--- config.mk ---
export PLATFORM = sky130hd
export DESIGN_NAME = glyph_scale_to_atlas_core
export DESIGN_NICKNAME = d
export VERILOG_FILES = /design/src/gsa_pkg.sv /design/src/gsa_glyph_store.sv /design/src/glyph_scale_to_atlas_core.sv
export SDC_FILE = /design/constraint.sdc
export NUM_CORES = 1
export LEC_CHECK = 0
export ABC_AREA = 1
export BUFFER_PORTS_ARGS = -buffer_cell sky130_fd_sc_hd__buf_2
export CORE_ASPECT_RATIO = 0.75
export CORE_MARGIN = 4
export CORE_UTILIZATION = 35
export CTS_CLUSTER_DIAMETER = 50
export DETAILED_ROUTE_END_ITERATION = 8
export PLACE_DENSITY = 0.6
export SETUP_SLACK_MARGIN = 0.2
export SYNTH_ARGS = -nofsm -noshare
export SYNTH_HDL_FRONTEND = slang
export SYNTH_SLANG_ARGS = --single-unit
--- constraint.sdc ---
create_clock -name clk -period 9.15 [get_ports clk]
set_clock_uncertainty 0.05 [all_clocks]
set_input_delay 0 -clock clk [delete_from_list [all_inputs] [get_ports clk]]
set_output_delay 0 -clock clk [all_outputs]
set_load 0.03 [all_outputs]
--- src/gsa_pkg.sv ---
`timescale 1ns / 1ps

package gsa_pkg;

    localparam int MAX_GLYPH_DIM = 16;
    localparam int DIM_W         = 5;
    localparam int CELL_BITS     = 3;
    localparam int STORE_DEPTH   = 32;
    localparam int STORE_AW      = 5;
    localparam int ADDR_W        = 14;
    localparam logic [DIM_W-1:0] DIM_RESET = 5'd8;

    typedef enum logic [1:0] {
        CFG_SRC_WIDTH  = 2'd0,
        CFG_SRC_HEIGHT = 2'd1,
        CFG_DST_WIDTH  = 2'd2,
        CFG_DST_HEIGHT = 2'd3
    } cfg_reg_t;

    typedef enum logic {
        FUNC_LOAD  = 1'b0,
        FUNC_TEXEL = 1'b1
    } func_t;

    typedef struct packed {
        logic [7:0] rem;
        logic [3:0] quot;
    } div_state_t;

    function automatic logic [DIM_W-1:0] clamp_dim(input logic [DIM_W-1:0] v);
        logic [DIM_W-1:0] r;
        r = v;
        if (v == '0)
            r = 5'd1;
        else if (32'(v) > MAX_GLYPH_DIM)
            r = DIM_W'(MAX_GLYPH_DIM);
        return r;
    endfunction

    // one restoring step, quotient bit sh
    function automatic div_state_t div_step(input div_state_t st,
                                            input logic [DIM_W-1:0] dvs,
                                            input logic [1:0] sh);
        logic [8:0] trial;
        div_state_t r;
        trial = {4'b0, dvs} << sh;
        r = st;
        if ({1'b0, st.rem} >= trial)
        begin
            r.rem      = st.rem - trial[7:0];
            r.quot[sh] = 1'b1;
        end
        return r;
    endfunction

endpackage

--- src/gsa_glyph_store.sv ---
`timescale 1ns / 1ps

module gsa_glyph_store (
    input  logic                         clk,
    input  logic                         we,
    input  logic [gsa_pkg::STORE_AW-1:0] waddr,
    input  logic [7:0]                   wdata,
    input  logic                         re,
    input  logic [gsa_pkg::STORE_AW-1:0] raddr,
    output logic [7:0]                   rdata
);
    import gsa_pkg::*;

    logic [7:0] mem [STORE_DEPTH];
    logic [7:0] rdata_reg;

    always_ff @(posedge clk)
    begin
        if (we)
            mem[waddr] <= wdata;
    end

    always_ff @(posedge clk)
    begin
        if (re)
            rdata_reg <= mem[raddr];
    end

    assign rdata = rdata_reg;

endmodule

--- src/glyph_scale_to_atlas_core.sv ---
`timescale 1ns / 1ps
// items pass the registered stages in order; m_tvalid is the last stage's valid
// throughput: one item per clock unless stalled; the scale division is a restoring
//   divider over two stages at two quotient bits each, the glyph store read takes one
// glyph loads and texels outside the cell give no output transfer
// reset: sizes return to 8 and the pipeline empties; the glyph store is not cleared
module glyph_scale_to_atlas_core (
    input  logic        clk,
    input  logic        rst_n,
    input  logic        s_tvalid,
    output logic        s_tready,
    // byte_index[4:0], byte_value[12:5], slot[18:13], dest_col[22:19], dest_row[26:23]
    input  logic [31:0] s_tdata,
    // func
    input  logic [0:0]  s_tuser,
    output logic        m_tvalid,
    input  logic        m_tready,
    // texel_address[13:0], texel_on[14]
    output logic [15:0] m_tdata,
    input  logic        cfg_we,
    input  logic [1:0]  cfg_index,
    input  logic [4:0]  cfg_data
);
    import gsa_pkg::*;

    logic [DIM_W-1:0] src_w_reg, src_h_reg, dst_w_reg, dst_h_reg;
    logic [DIM_W-1:0] cfg_next;

    assign cfg_next = clamp_dim(cfg_data);

    always_ff @(posedge clk or negedge rst_n)
    begin
        if (!rst_n)
        begin
            src_w_reg <= DIM_RESET;
            src_h_reg <= DIM_RESET;
            dst_w_reg <= DIM_RESET;
            dst_h_reg <= DIM_RESET;
        end
        else if (cfg_we)
        begin
            unique case (cfg_reg_t'(cfg_index))
                CFG_SRC_WIDTH:  src_w_reg <= cfg_next;
                CFG_SRC_HEIGHT: src_h_reg <= cfg_next;
                CFG_DST_WIDTH:  dst_w_reg <= cfg_next;
                CFG_DST_HEIGHT: dst_h_reg <= cfg_next;
            endcase
        end
    end

    // per-stage ready: a stage moves when empty or its successor moves
    logic v1_reg, v2_reg, v3_reg, v4_reg, v5_reg, v6_reg;
    logic rdy1, rdy2, rdy3, rdy4, rdy5, rdy6;

    assign rdy6 = !v6_reg || m_tready;
    assign rdy5 = !v5_reg || rdy6;
    assign rdy4 = !v4_reg || rdy5;
    assign rdy3 = !v3_reg || rdy4;
    assign rdy2 = !v2_reg || rdy3;
    assign rdy1 = !v1_reg || rdy2;
    assign s_tready = rdy1;

    // stage 1: input capture
    func_t            func1_reg;
    logic [4:0]       idx1_reg;
    logic [7:0]       val1_reg;
    logic [5:0]       slot1_reg;
    logic [3:0]       col1_reg, row1_reg;

    always_ff @(posedge clk or negedge rst_n)
    begin
        if (!rst_n)
            v1_reg <= 1'b0;
        else if (rdy1)
            v1_reg <= s_tvalid;
    end

    always_ff @(posedge clk)
    begin
        if (rdy1)
        begin
            func1_reg <= func_t'(s_tuser[0]);
            idx1_reg  <= s_tdata[4:0];
            val1_reg  <= s_tdata[12:5];
            slot1_reg <= s_tdata[18:13];
            col1_reg  <= s_tdata[22:19];
            row1_reg  <= s_tdata[26:23];
        end
    end

    // stage 2: bounds, scale numerators, cell origin
    logic       in_cell;
    logic       v2_next;
    logic [8:0] prod_x, prod_y;
    logic [7:0] cy_mul, cx_mul, arow_sum, acol_sum;
    logic       load2_reg;
    logic [4:0] idx2_reg;
    logic [7:0] val2_reg;
    logic [7:0] numx2_reg, numy2_reg;
    logic [6:0] arow2_reg, acol2_reg;

    assign in_cell  = ({1'b0, col1_reg} < dst_w_reg) && ({1'b0, row1_reg} < dst_h_reg);
    assign v2_next  = v1_reg && (func1_reg == FUNC_LOAD || in_cell);
    assign prod_x   = {5'b0, col1_reg} * {4'b0, src_w_reg};
    assign prod_y   = {5'b0, row1_reg} * {4'b0, src_h_reg};
    assign cy_mul   = {5'b0, slot1_reg[5:CELL_BITS]} * {3'b0, dst_h_reg};
    assign cx_mul   = {5'b0, slot1_reg[CELL_BITS-1:0]} * {3'b0, dst_w_reg};
    // cell lines run bottom up
    assign arow_sum = cy_mul + {3'b0, dst_h_reg} - 8'd1 - {4'b0, row1_reg};
    assign acol_sum = cx_mul + {4'b0, col1_reg};

    always_ff @(posedge clk or negedge rst_n)
    begin
        if (!rst_n)
            v2_reg <= 1'b0;
        else if (rdy2)
            v2_reg <= v2_next;
    end

    always_ff @(posedge clk)
    begin
        if (rdy2)
        begin
            load2_reg <= (func1_reg == FUNC_LOAD);
            idx2_reg  <= idx1_reg;
            val2_reg  <= val1_reg;
            numx2_reg <= prod_x[7:0];
            numy2_reg <= prod_y[7:0];
            arow2_reg <= arow_sum[6:0];
            acol2_reg <= acol_sum[6:0];
        end
    end

    // stage 3: upper two quotient bits, row base
    div_state_t dx3_next, dy3_next;
    div_state_t dx3_reg, dy3_reg;
    logic       load3_reg;
    logic [4:0] idx3_reg;
    logic [7:0] val3_reg;
    logic [10:0] rowmul3_next, rowmul3_reg;
    logic [6:0] acol3_reg;

    assign dx3_next = div_step(div_step('{rem: numx2_reg, quot: 4'b0}, dst_w_reg, 2'd3),
                               dst_w_reg, 2'd2);
    assign dy3_next = div_step(div_step('{rem: numy2_reg, quot: 4'b0}, dst_h_reg, 2'd3),
                               dst_h_reg, 2'd2);
    assign rowmul3_next = {4'b0, arow2_reg} * {6'b0, dst_w_reg};

    always_ff @(posedge clk or negedge rst_n)
    begin
        if (!rst_n)
            v3_reg <= 1'b0;
        else if (rdy3)
            v3_reg <= v2_reg;
    end

    always_ff @(posedge clk)
    begin
        if (rdy3)
        begin
            load3_reg   <= load2_reg;
            idx3_reg    <= idx2_reg;
            val3_reg    <= val2_reg;
            dx3_reg     <= dx3_next;
            dy3_reg     <= dy3_next;
            rowmul3_reg <= rowmul3_next;
            acol3_reg   <= acol2_reg;
        end
    end

    // stage 4: lower two quotient bits, texel address
    div_state_t dx4_next, dy4_next;
    logic [ADDR_W-1:0] addr4_next, addr4_reg;
    logic       load4_reg;
    logic [4:0] idx4_reg;
    logic [7:0] val4_reg;
    logic [3:0] sx4_reg, sy4_reg;

    assign dx4_next   = div_step(div_step(dx3_reg, dst_w_reg, 2'd1), dst_w_reg, 2'd0);
    assign dy4_next   = div_step(div_step(dy3_reg, dst_h_reg, 2'd1), dst_h_reg, 2'd0);
    assign addr4_next = ({3'b0, rowmul3_reg} << CELL_BITS) + {7'b0, acol3_reg};

    always_ff @(posedge clk or negedge rst_n)
    begin
        if (!rst_n)
            v4_reg <= 1'b0;
        else if (rdy4)
            v4_reg <= v3_reg;
    end

    always_ff @(posedge clk)
    begin
        if (rdy4)
        begin
            load4_reg <= load3_reg;
            idx4_reg  <= idx3_reg;
            val4_reg  <= val3_reg;
            sx4_reg   <= dx4_next.quot;
            sy4_reg   <= dy4_next.quot;
            addr4_reg <= addr4_next;
        end
    end

    // stage 5: glyph store access, loads are written here in item order
    logic [7:0] bit_prod, bit_pos;
    logic       store_we;
    logic [7:0] store_rdata;
    logic [2:0] off5_reg;
    logic [ADDR_W-1:0] addr5_reg;

    assign bit_prod = {4'b0, sy4_reg} * {3'b0, src_w_reg};
    assign bit_pos  = bit_prod + {4'b0, sx4_reg};
    assign store_we = v4_reg && load4_reg && rdy5;

    gsa_glyph_store u_store (
        .clk   (clk),
        .we    (store_we),
        .waddr (idx4_reg),
        .wdata (val4_reg),
        .re    (rdy5),
        .raddr (bit_pos[7:3]),
        .rdata (store_rdata)
    );

    always_ff @(posedge clk or negedge rst_n)
    begin
        if (!rst_n)
            v5_reg <= 1'b0;
        else if (rdy5)
            v5_reg <= v4_reg && !load4_reg;
    end

    always_ff @(posedge clk)
    begin
        if (rdy5)
        begin
            off5_reg  <= bit_pos[2:0];
            addr5_reg <= addr4_reg;
        end
    end

    // stage 6: output register, leftmost pixel in bit 7
    logic              on6_next, on6_reg;
    logic [ADDR_W-1:0] addr6_reg;

    assign on6_next = store_rdata[~off5_reg];

    always_ff @(posedge clk or negedge rst_n)
    begin
        if (!rst_n)
            v6_reg <= 1'b0;
        else if (rdy6)
            v6_reg <= v5_reg;
    end

    always_ff @(posedge clk)
    begin
        if (rdy6)
        begin
            on6_reg   <= on6_next;
            addr6_reg <= addr5_reg;
        end
    end

    assign m_tvalid = v6_reg;
    assign m_tdata  = {1'b0, on6_reg, addr6_reg};

endmodule

==> results.yml, run 1 <==
cells_and_area:
  multi_input_area_sq_mm: 0.00882
  max_flop_register: "u_store.mem"
  ff_latch_area_sq_mm: 0.0143
  largest_reg_flops: 256
  drive_gt1_frac: 0.0718
  final_nets: 2700
  stdcell_area_sq_mm: 0.0283
  n_fill_cell: 6684
  final_cells: 3455
  areaGrowthSynthToFinish_pct: 14.0
global_route:
  grt_pass1_vias: 16605
  grt_start_max_net_pins: 89
  overflow: 0
  antenna_found_initial: 2
  grt_pass1_wl_microns: 87600
  grt_usage: 0.146
clock_tree:
  ctsHoldBuffers: 52
  postCtsSetupBuffers: 0
  path_clk_slew_ps: 60
  htreeDepth: 2
  cts_resized: 0
  clock-sinks: 482
  clock_latency_ps: 610
  ctsRootBufferMaster: "clkbuf_16"
  cts_buffers: 51
  cts_buffer_depth: 3
  cts_tree: "built"
critical_path:
  max_stage_delay_ps: 650
  worst_setup_path_end_kind: "flop"
  cp_common_cell: "nand2_1"
  crit_path_max_fanout: 65
  rrSetupSlack_ps: 3380
  arrival_ps: 6030
  r2r-end: "u_store.rdata[3]"
  path_cells: "nand2_1 > fa_1 > inv_1 > fa_1 > fa_1 > ha_1 > nand2_1 > nand3_1 > nand2_2 > buf_4 > nand2_2 > buf_4 > nand2_1 > nand2_1 > nand2_1 > nand3_1 > nand3_1 > nand2_1"
  crit_type: "reg2reg"
  critPathLaunchType: "flop"
  cp.required_ps: 9410
  crit_slowest_cell: "buf_4"
  timing.rr.start: "src_w_reg[0]"
  r2r_cells: 18
routing:
  vias: 16656
  drt_first_pass_iters: 7
  wire_per_inst_microns: 16.0
  ant_nets: 0
  avgViaCountPerCell: 4.82
  dr_wl_met3_microns: 4200
  drt_iter0_markers: 1426
  drt_wl_total_microns: 55100
  wl_met2_microns: 24300
  drc_errors: 0
  wl_met1_microns: 25300
  routed.top_layer: "met4"
floorplan:
  die_x_microns: 316
  core_sq_mm: 0.0702
  die_h_microns: 239
  ioPinCount: 63
  initial_core_util: 0.354
  rows: 84
  die-area_sq_mm: 0.0753
sta:
  worst_pin_slew_ps: 1240
  rsz0062_at_grt: "false"
  timing.hold.ws_ps: 52.2
  hold_violations: 0
  period_needed_ps: 5770
  slew_headroom: 0.172
  fmax_mhz: 173
  fin_crit_sh: 0.631
  finalSetupViolCount: 0
  slew_viol_final: 0
  timing.setup.tns_ps: 0
synthesis:
  synth_top_cells_by_count: "639 x nand2_1, 456 x edfxtp_1, 332 x inv_1"
  synth_edf_count: 456
  synth_nets: 2601
  ys_async_sr_fraction: 0.0539
  yosysTopAreaCell: "edfxtp_1"
  yosysWarnings: 0
  synth_top_cell_area_share: 0.551
  synth-seq-cells: 482
  synthesis.area_sq_mm: 0.0248
  syn_inst: 2367
  synth_most_common_cell: "nand2_1"
  synth_area_leaders: "edfxtp_1 55%, nand2_1 9.7%, ha_1 6.6%"
  synth_area_per_cell_sq_um: 10.5
  yosysSeqAreaShare: 0.578
  synth_cell_type_count: 39
  ys.flop_type: "edfxtp_1"
place:
  hpwl_microns: 35200
  port_buffers: 56
  place_congestion: 0.811
  dpl.cell_count: 3307
  place_area_sq_mm: 0.0260
flow_run:
  drv_cap: 0
min_path:
  hold_class: "in2reg"
  holdPathEnd: "func1_reg"
  worstHoldStart: "s_tuser"
  holdPathStages: 2
status:
  status: "finished, final reports clean"
## layout make-up
cell class                      count  share of cell area
Inverter                          332              0.0440
Clock inverter                     36              0.0149
Timing Repair Buffer              128              0.0339
Antenna cell                        1           0.0000884
Sequential cell                   482               0.507
Clock buffer                       59              0.0469
Multi-Input combinational cell   1471               0.312
Tap cell                          946              0.0418
## metrics by stage
stage | worst slack, ps | utilization
after floorplan | 4050 | -
after global placement | 3510 | 0.371
after detailed placement | 3450 | 0.371
after CTS | 3390 | 0.403
after global routing | 3060 | 0.403
final | 3380 | 0.403
## how the worst max path moves through the flow
stage                       from          endpoint  slack (ps)  cells after the start
detailed placement  src_w_reg[0]  u_store.rdata[3]        3450                     18
global placement    src_w_reg[0]  u_store.rdata[3]        3510                     18
floorplan               m_tvalid      acol2_reg[0]        4050                     11
global route        src_w_reg[0]  u_store.rdata[3]        3060                     18
finish              src_w_reg[0]  u_store.rdata[3]        3380                     18
CTS                 src_w_reg[0]  u_store.rdata[3]        3390                     18
## layer usage
metal / vias to the layer above / track usage
met5: - / 0
met1: 7954 / 0.207
met4: 0 / 0.0420
li1: 8080 / -
met2: 513 / 0.230
met3: 109 / 0.0291
## layout by cell type (no fill, tap or decap), drive strengths merged, types with 2 or more instances in the layout
cell and instances:
o22ai 3, dfstp 4, o21bai 2, o211ai 4, dlygate4sd3 51, xor2 43, a21oi 51, xnor2 20
o32ai 2, buf 77, nand2 647, o21a 3, nand3b 49, clkinvlp 2, nand3 289, a21o 2
nand4 22, a211oi 4, edfxtp 456, bufinv 7, o21ai 37, a21boi 2, nor2 86, inv 336
or2 4, dfrtp 22, fa 57, clkbuf 59, clkinv 23, nor3 8, ha 132
## worst max-delay path, delay by kind of cell (launching register included)
kind | cells | cell delay (ps)
adder cells (fa/ha/maj) | 4 | 1960
AND/OR/NAND/NOR | 11 | 1720
flip-flops | 1 | 550
buffers and inverters | 3 | 1180
## kinds of logic after synthesis
| logic type | Yosys count | synth area share |
|---|---|---|
| other | 1 | 0.000151 |
| flip-flops | 482 | 0.578 |
| adder cells (fa/ha/maj) | 189 | 0.112 |
| buffers and inverters | 414 | 0.0684 |
| AND/OR/NAND/NOR | 1105 | 0.193 |
| AO/OA/AOI/OAI | 112 | 0.0251 |
| XOR/XNOR | 63 | 0.0231 |
| multiplexers | 1 | 0.000453 |
Power of run 1 is left out: the tool's default activity adds up to more than one toggle a clock period on the data nets, which glitch-free logic cannot reach.
==> run 2, diff against run 1 <==
- clock period: 9.15 -> 5.4 ns (I/O delays scaled with it)
==> run 2 against run 1 <==
Worst hold slack lost 14 ps. Routed wire length grew 1.5%. Non-clock buffer count grew 9. Flip-flop and latch count is the same. Critical path depth shrank 4. First-iteration DRC count shrank 0.84%. Core utilization grew 0.23 points. Highest routed layer unchanged.
==> results.yml, run 2 (synthesis gave the netlist of run 1 again) <==
critical_path:
  startpoint: "src_w_reg[1]"
  cp.required_ps: 5840
  worst_setup_path_end_kind: "flop"
  crit_path_max_fanout: 32
  critPathLaunchType: "flop"
  crit_type: "reg2reg"
  timing.rr.start: "src_w_reg[1]"
  arrival_ps: 5190
routing:
  drc_errors: 0
  wire_per_inst_microns: 16.1
  avgViaCountPerCell: 4.85
  vias: 16801
  drt_wl_total_microns: 56000
  drt_iter0_markers: 1414
  drt_first_pass_iters: 6
  ant_nets: 0
cells_and_area:
  largest_reg_flops: 256
  n_antenna_cell: 0
  final_nets: 2713
  max_flop_register: "u_store.mem"
  areaGrowthSynthToFinish_pct: 14.6
  final_common_cell: "nand2_1"
  most-common-layout-cells: "635 x nand2_1, 456 x edfxtp_1, 330 x inv_1"
  drive_gt1_frac: 0.0762
global_route:
  grt_use_met3: 0.0231
  overflow: 0
  grt_start_max_net_pins: 128
  grt_use_met1: 0.215
  met2_usage: 0.240
  busiest_layer: "met2"
  antenna_found_initial: 1
  grt_pass1_wl_microns: 90500
  grt_usage: 0.151
  grt_pass1_vias: 16770
sta:
  finalSetupViolCount: 0
  fin_crit_sh: 0.880
  slew_headroom: 0.173
  rsz0062_at_grt: "false"
  period_needed_ps: 4750
  worst_pin_slew_ps: 1240
  timing.setup.tns_ps: 0
  fmax_mhz: 210
  hold_violations: 0
  slew_viol_final: 0
floorplan:
  rows: 84
  die_h_microns: 239
  core_sq_mm: 0.0702
  die-area_sq_mm: 0.0753
  die_x_microns: 316
  ioPinCount: 63
  initial_core_util: 0.354
clock_tree:
  cts_tree: "built"
  clock-sinks: 482
  clock_latency_ps: 620
  htreeDepth: 2
  ctsRootBufferMaster: "clkbuf_16"
  cts_buffers: 55
  path_clk_slew_ps: 60
  cts_buffer_depth: 3
status:
  status: "finished, final reports clean"
place:
  place_congestion: 0.812
  hpwl_microns: 36000
  port_buffers: 56
min_path:
  hold_class: "in2reg"
  worstHoldStart: "s_tdata[23]"
flow_run:
  drv_cap: 0
-- run 2: cell types whose count changed in the layout (fill, tap and decap cells not counted), sizes merged --
| cell | change |
|---|---|
| clkinv | +1 |
| buf | +8 |
| clkinvlp | +1 |
| bufinv | -3 |
| diode | -1 |
| clkbuf | +5 |
| dlygate4sd3 | +1 |
-- run 2: per-layer routing --
layer  vias up  share of wire
li1       8106              -
met1      8077           0.46
met2       521           0.45
met3        97          0.065
met4         0          0.022
met5         -              0
-- run 2: stage by stage --
stage,util,setup WS (ps),hold slack (ps),instances,instance area (sq um)
floorplan,-,303,-346,2367,24800
global placement,0.372,733,11.5,3315,26200
CTS,0.405,708,2.52,3467,28500
global route,0.405,341,28.9,3467,28500
finish,0.405,649,37.7,3467,28500
detailed placement,0.372,721,20.1,3315,26200
-- run 2: path summary, 6_finish.rpt --
check / cells past startpoint / endpoint / slack (ps)
max: 14 / u_store.rdata[2] / 650
min: 2 / row1_reg[0] / 40
max reg2reg: 14 / u_store.rdata[2] / 650
min reg2reg: 0 / addr6_reg[12] / 360
max in group asynchronous: 4 / dst_w_reg[4] / 4630
min in group asynchronous: 3 / src_w_reg[3] / 490
-- run 2: layout make-up --
type / count / area [sq um]
fill: 6754 / 41700
sequential: 482 / 14300
multi-input combinational: 1471 / 8820
clock buffer: 64 / 1440
inverter: 332 / 1250
tap: 946 / 1180
timing repair buffer: 137 / 1090
clock inverter: 35 / 337
-- run 2: worst max-delay path, stage by stage, from the launching register on --
cell	delay (ps)
dfrtp_1	550
nand2_1	130
fa_1	520
inv_1	50
fa_1	560
fa_1	420
ha_1	420
nand3_1	140
nand3b_1	110
nand2_1	70
inv_1	890
nand3_1	240
nand3_1	150
nand3_1	190
nand2_1	120
-- run 2: what timing repair did --
action,CTS,global route
hold buffers,53,0
hold endpoints to repair,91,0
buffers inserted,0,0
resized for setup,0,0
Power of run 2 is left out for the same reason.
